--- config.mk ---
export PLATFORM = sky130hd
export DESIGN_NAME = emrb_ctrl
export DESIGN_NICKNAME = d
export VERILOG_FILES = /design/src/emrb_pkg.sv /design/src/emrb_ctrl.sv
export SDC_FILE = /design/constraint.sdc
export NUM_CORES = 1
export LEC_CHECK = 0
export BUFFER_PORTS_ARGS = -buffer_cell sky130_fd_sc_hd__clkbuf_2
export CORE_AREA = 2 2 39 41
export DETAILED_ROUTE_END_ITERATION = 16
export DIE_AREA = 0 0 41 43
export PLACE_DENSITY_LB_ADDON = 0.12
export SYNTH_ARGS = -nofsm -noshare
export SYNTH_HDL_FRONTEND = slang
export SYNTH_SLANG_ARGS = --single-unit
--- constraint.sdc ---
create_clock -name clk_i -period 2.6 [get_ports clk_i]
set_input_delay 0.78 -clock clk_i [delete_from_list [all_inputs] [get_ports clk_i]]
set_output_delay 0.78 -clock clk_i [all_outputs]
set_load 0.01 [all_outputs]
--- src/emrb_pkg.sv ---
// shared types and constants for the ethernet mac register block
// no dependencies
package emrb_pkg;

  typedef enum logic [2:0] {
    FUNC_RD    = 3'd0,
    FUNC_WR    = 3'd1,
    FUNC_LINK  = 3'd2,
    FUNC_TXDN  = 3'd3,
    FUNC_LERR  = 3'd4
  } func_e;

  localparam logic [4:0] A_RCVFIFO = 5'd0;
  localparam logic [4:0] A_XMTFS   = 5'd3;
  localparam logic [4:0] A_XMTRC   = 5'd4;
  localparam logic [4:0] A_RCVFC   = 5'd5;
  localparam logic [4:0] A_RCVFS   = 5'd6;
  localparam logic [4:0] A_FIFOFC  = 5'd7;
  localparam logic [4:0] A_IR      = 5'd8;
  localparam logic [4:0] A_IMR     = 5'd9;
  localparam logic [4:0] A_PR      = 5'd10;
  localparam logic [4:0] A_BIUCC   = 5'd11;
  localparam logic [4:0] A_FIFOCC  = 5'd12;
  localparam logic [4:0] A_MACCC   = 5'd13;
  localparam logic [4:0] A_PLSCC   = 5'd14;
  localparam logic [4:0] A_PHYCC   = 5'd15;
  localparam logic [4:0] A_CHIPID0 = 5'd16;
  localparam logic [4:0] A_CHIPID1 = 5'd17;
  localparam logic [4:0] A_IAC     = 5'd18;
  localparam logic [4:0] A_LADRF   = 5'd20;
  localparam logic [4:0] A_PADR    = 5'd21;
  localparam logic [4:0] A_MPC     = 5'd24;

  localparam logic [7:0] IRQ_TX      = 8'h01;
  localparam logic [7:0] IRQ_RX      = 8'h02;
  localparam logic [7:0] IRQ_ERR     = 8'h80;
  localparam logic [7:0] IAC_PHY     = 8'h04;
  localparam logic [7:0] IAC_LOG     = 8'h02;
  localparam logic [7:0] BIU_SOFTRST = 8'h01;
  localparam logic [7:0] MAC_PROMISC = 8'h80;
  localparam logic [7:0] BCAST_BYTE  = 8'hFF;
  localparam logic [7:0] XMTFS_ERR   = 8'h80;

  localparam logic [1:0] CFG_CHIPID = 2'd0;
  localparam logic [1:0] CFG_POLL   = 2'd1;
  localparam logic [1:0] CFG_PHYCC  = 2'd2;

  typedef struct packed {
    logic [2:0] func;
    logic [4:0] reg_addr;
    logic [7:0] wr_data;
    logic [7:0] link_byte;
    logic       link_last;
    logic       tx_ok;
  } in_item_t;

  typedef struct packed {
    logic [7:0] rd_data;
    logic       irq;
    logic       frame_dropped;
  } out_item_t;

  // controller to datapath
  typedef struct packed {
    logic capture;   // register the item
    logic execute;   // apply the registered item
    logic load_rd;   // take the store read data into the result
  } ctrl_cmd_t;

  // datapath to controller
  typedef struct packed {
    logic mem_rd_pending; // fifo pop needs store read data
  } dp_status_t;

endpackage

--- src/emrb_ctrl.sv ---
// controller: sequences accept, execute and result strobe
// depends on emrb_pkg
module emrb_ctrl (
  input  logic                    clk_i,
  input  logic                    rst_ni,
  input  logic                    start_i,
  output logic                    busy_o,
  output emrb_pkg::ctrl_cmd_t     cmd_o,
  input  emrb_pkg::dp_status_t    status_i,
  output logic                    done_o
);
  typedef enum logic [1:0] {
    S_IDLE,
    S_EXEC,
    S_WAIT
  } state_e;

  state_e state_q;
  logic   done_q;

  assign busy_o        = (state_q != S_IDLE);
  assign cmd_o.capture = start_i && (state_q == S_IDLE);
  assign cmd_o.execute = (state_q == S_EXEC);
  assign cmd_o.load_rd = (state_q == S_WAIT);
  assign done_o        = done_q;

  always_ff @(posedge clk_i or negedge rst_ni) begin
    if (!rst_ni) begin
      state_q <= S_IDLE;
      done_q  <= 1'b0;
    end else begin
      done_q <= 1'b0;
      unique case (state_q)
        S_IDLE: if (start_i) state_q <= S_EXEC;
        S_EXEC: begin
          // a fifo pop waits in S_WAIT for the store read data
          if (status_i.mem_rd_pending) begin
            state_q <= S_WAIT;
          end else begin
            state_q <= S_IDLE;
            done_q  <= 1'b1;
          end
        end
        S_WAIT: begin
          state_q <= S_IDLE;
          done_q  <= 1'b1;
        end
        default: state_q <= S_IDLE;
      endcase
    end
  end
endmodule

Word-level counts from Yosys, hierarchy flattened
Cells that the tools add are included.
{ "classes": {"eq_ne": 3, "n_mux": 5, "reduce_logical": 3} }
{ "ops": {"columns": ["operator", "n"], "rows": [
  ["$mux W2", 2],
  ["$pmux W2 S2", 1],
  ["$eq A2 B1 Y1 const B", 1],
  ["$eq A2 B2 Y1 const B", 1],
  ["$logic_not A2 Y1", 1],
  ["$ne A2 B2 Y1 const B", 1],
  ["$pmux W1 S2", 1],
  ["$reduce_bool A2 Y1", 1],
  ["$logic_and A1 B1 Y1", 1],
  ["$mux W1", 1]
]} }
{ "totals": {"reg_bits": 3, "inputBits": 4, "out_inout_bits": 5, "word_cells": 13} }

Depth between registers and ports, before layout
{ "depth": {"word_depth": 2, "ltp_mapped": 4, "ltp_nobuf": 4} }

Worst setup path before layout
No wires, ideal clock.
{ "synth_timing": {"kind": "input port to output port", "start": "input start_i", "end": "output cmd_o[2] (netlist name)", "t_arrival_ps": 969, "required_ps": 1820, "slack_ps": 851, "cell_stages": 1, "path_buffers": 0, "cell_sequence": "and2_2"} }
{ "synth_via": {"elab_chain_len": 1} }
{ "synth_lines": {"columns": ["item", "line", "text"], "rows": [
  ["start, declared", "emrb_ctrl.sv:6", "input logic start_i,"],
  ["$logic_and A1 B1 Y1", "emrb_ctrl.sv:22", "assign cmd_o.capture = start_i && (state_q == S_IDLE);"],
  ["end, declared", "emrb_ctrl.sv:8", "output emrb_pkg::ctrl_cmd_t cmd_o,"]
]} }
Every way passes these cells.

==> run summary <==
outcome = complete, no violations
RSZ-0062 raised after global routing = false
Initial Utilization = 0.145
Lkg Pwr = 0.157 nW
vias = 146
slowest stage delay, CP = 370 ps
fillcell total = 158
synth unique cells = 10
count leader, synth = ha_1
clock sinks = 3
crit share post-route = 0.762
vias per cell = 3.24
crit-path cells = inv_1, ha_1, and2_2, clkbuf_2
number of DRC markers in iteration 0 = 4
syn avg cell area = 11.8 um^2
maximum vdd ir drop = 206 uV
register area = 75.1 um^2
sequential area share after synthesis = 0.375
post-CTS resize count = 0
site row count = 14
Yosys warning count = 0
Hold WC Path Type = in -> async
I/O pins = 9
Gate Count Post-Synth = 17
gr ovfl total = 0
Synth top area share = 0.375
Final ANT Viol Nets = 0
final hold vios = 0
die width = 41 um
Clock Latency Late Sink = 230 ps
Total Nets Final = 38
Buf/Inv on CP = 2
Yosys reg bits = 3
initial antenna violation count = 0
Synth Flop Type = dfrtp_1
setup TNS = 0 ps
number of global-route vias before repair = 160
Area Growth Syn to Fin = 43.1%
Relative slew margins = 0.925
CP required = 1820 ps
clk buf depth = 2
die area = 0.00176 mm^2
asr flop ratio synth = 1.00
Startpoint Class = flop
Final setup viols = 0
total CTS buffers = 3
largest net degree at the start of global routing = 5
Critical-path top delay cell = dfrtp_1
Setup WS pre-CTS = 624 ps
Synth top cells by count = ha_1, dfrtp_1, inv_1
GPL Wtd Cong = 0.651
Residual DRC = 0
Max Cap Viol = 0
Clock Tree Root = clkbuf_4
global-route wire length before repair = 655 um
PD cells = 1180 mW/mm^2
total track usage = 0.0623
ant diodes = 0
Die H = 43 um
largest area contributor in the netlist = dfrtp_1
Pre-Repair DR Iteration Count = 2
Post-DP HPWL = 317 um
min Tclk post-route = 1980 ps
crit-path leading delay family = flip-flops
final hold slack = 336 ps
crit path max fanout = 3
setup bufs post-CTS = 0
Area contributors post-synth = dfrtp_1, ha_1, mux2_4
multi-input logic area = 114 um^2
Worst EP arrival = 1200 ps
fin. max-slew vios = 0
clock transition at the registers of the reported paths = 40 ps
clock skew = 1.13 ps
layout cells sized above 1 = 0.483
syn nets = 25
number of port buffers = 8
H-tree depth = 1
Mapped Area = 200 um^2
Post-synth EDFFs = 0
CORE AREA = 0.00138 mm^2
routed len/inst = 8.04 um
FMAX = 0.505 GHz
Crit Path Class = reg -> out
final setup margin = 619 ps
TritonCTS clock tree = built
hold buffer count at CTS = 0
Worst Setup End Kind = primary output
post-layout utilization of the core = 0.207
Worst Tran Pin Value = 109 ps
final wirelength = 362 um
-- area by class of cell --
class                      count  share of cell area
multi-input combinational     11               0.397
sequential                     3               0.262
timing repair buffer           8               0.140
clock buffer                   4              0.0917
tap                           16              0.0699
inverter                       3              0.0393
-- metal layers --
metal / global-route usage / up-vias / share of wire
met5: 0 / - / 0
met4: 0.0200 / 0 / 0
met3: 0.0785 / 0 / 0.055
met2: 0.0719 / 6 / 0.51
met1: 0.0677 / 65 / 0.43
li1: - / 75 / -
-- through the flow --
stage          area [um^2]  instances  power, W
6_report               287         45  0.000337
5_1_grt                287         45  0.000382
4_1_cts                287         45  0.000350
3_5_place_dp           260         41  0.000264
3_3_place_gp           260         41  0.000265
2_1_floorplan          200         17  0.000208
-- worst register-to-register path: cells and delay by family, from the launching register on --
family        cells  cell delay (ps)
buf+inv           1              110
simple gates      1              180
fa+ha+maj         1              190
flops             1              390
mux               1              300
-- logic make-up (layout without fill, tap and decap cells) --
family | after synthesis | in the layout | synth area share
multiplexers | 2 | 2 | 0.125
flip-flops | 3 | 3 | 0.375
adder cells (fa/ha/maj) | 4 | 4 | 0.250
AO/OA/AOI/OAI | 1 | 1 | 0.0375
AND/OR/NAND/NOR | 4 | 4 | 0.156
buffers and inverters | 3 | 15 | 0.0562
-- flip-flops by register name, indices dropped and copies added, names as in the netlist --
signal and flops:
state_q 2, done_o 1
-- cell usage in the layout (no fill, tap or decap) --
cell / instances
inv_1: 3
nor2b_4: 1
nor2b_1: 1
clkbuf_1: 1
nand2_1: 1
dfrtp_1: 3
mux2_4: 1
clkbuf_4: 3
ha_1: 4
and2_2: 1
o21a_1: 1
clkbuf_2: 8
mux2i_1: 1
-- where the power goes --
group	internal [W]	total, W	switching (W)	leakage [nW]
clock network	0.0000575	0.0000817	0.0000242	0.0150
registers	0.0000666	0.0000789	0.0000123	0.0386
logic	0.0000925	0.000176	0.0000838	0.103
-- path summary, 6_finish.rpt --
path	from	end	slack, ps	cells past startpoint
max	state_q[0]$_DFFE_PN0P_	cmd_o[2]	620	4
min	rst_ni	state_q[0]$_DFFE_PN0P_	340	1
max reg2reg	state_q[0]$_DFFE_PN0P_	state_q[0]$_DFFE_PN0P_	1310	4
min reg2reg	state_q[0]$_DFFE_PN0P_	state_q[0]$_DFFE_PN0P_	550	1
max in group asynchronous	rst_ni	state_q[1]$_DFFE_PN0P_	2150	1
min in group clk_i	state_q[0]$_DFFE_PN0P_	state_q[0]$_DFFE_PN0P_	550	1
Note: power is estimated with default switching activity, not from simulation.
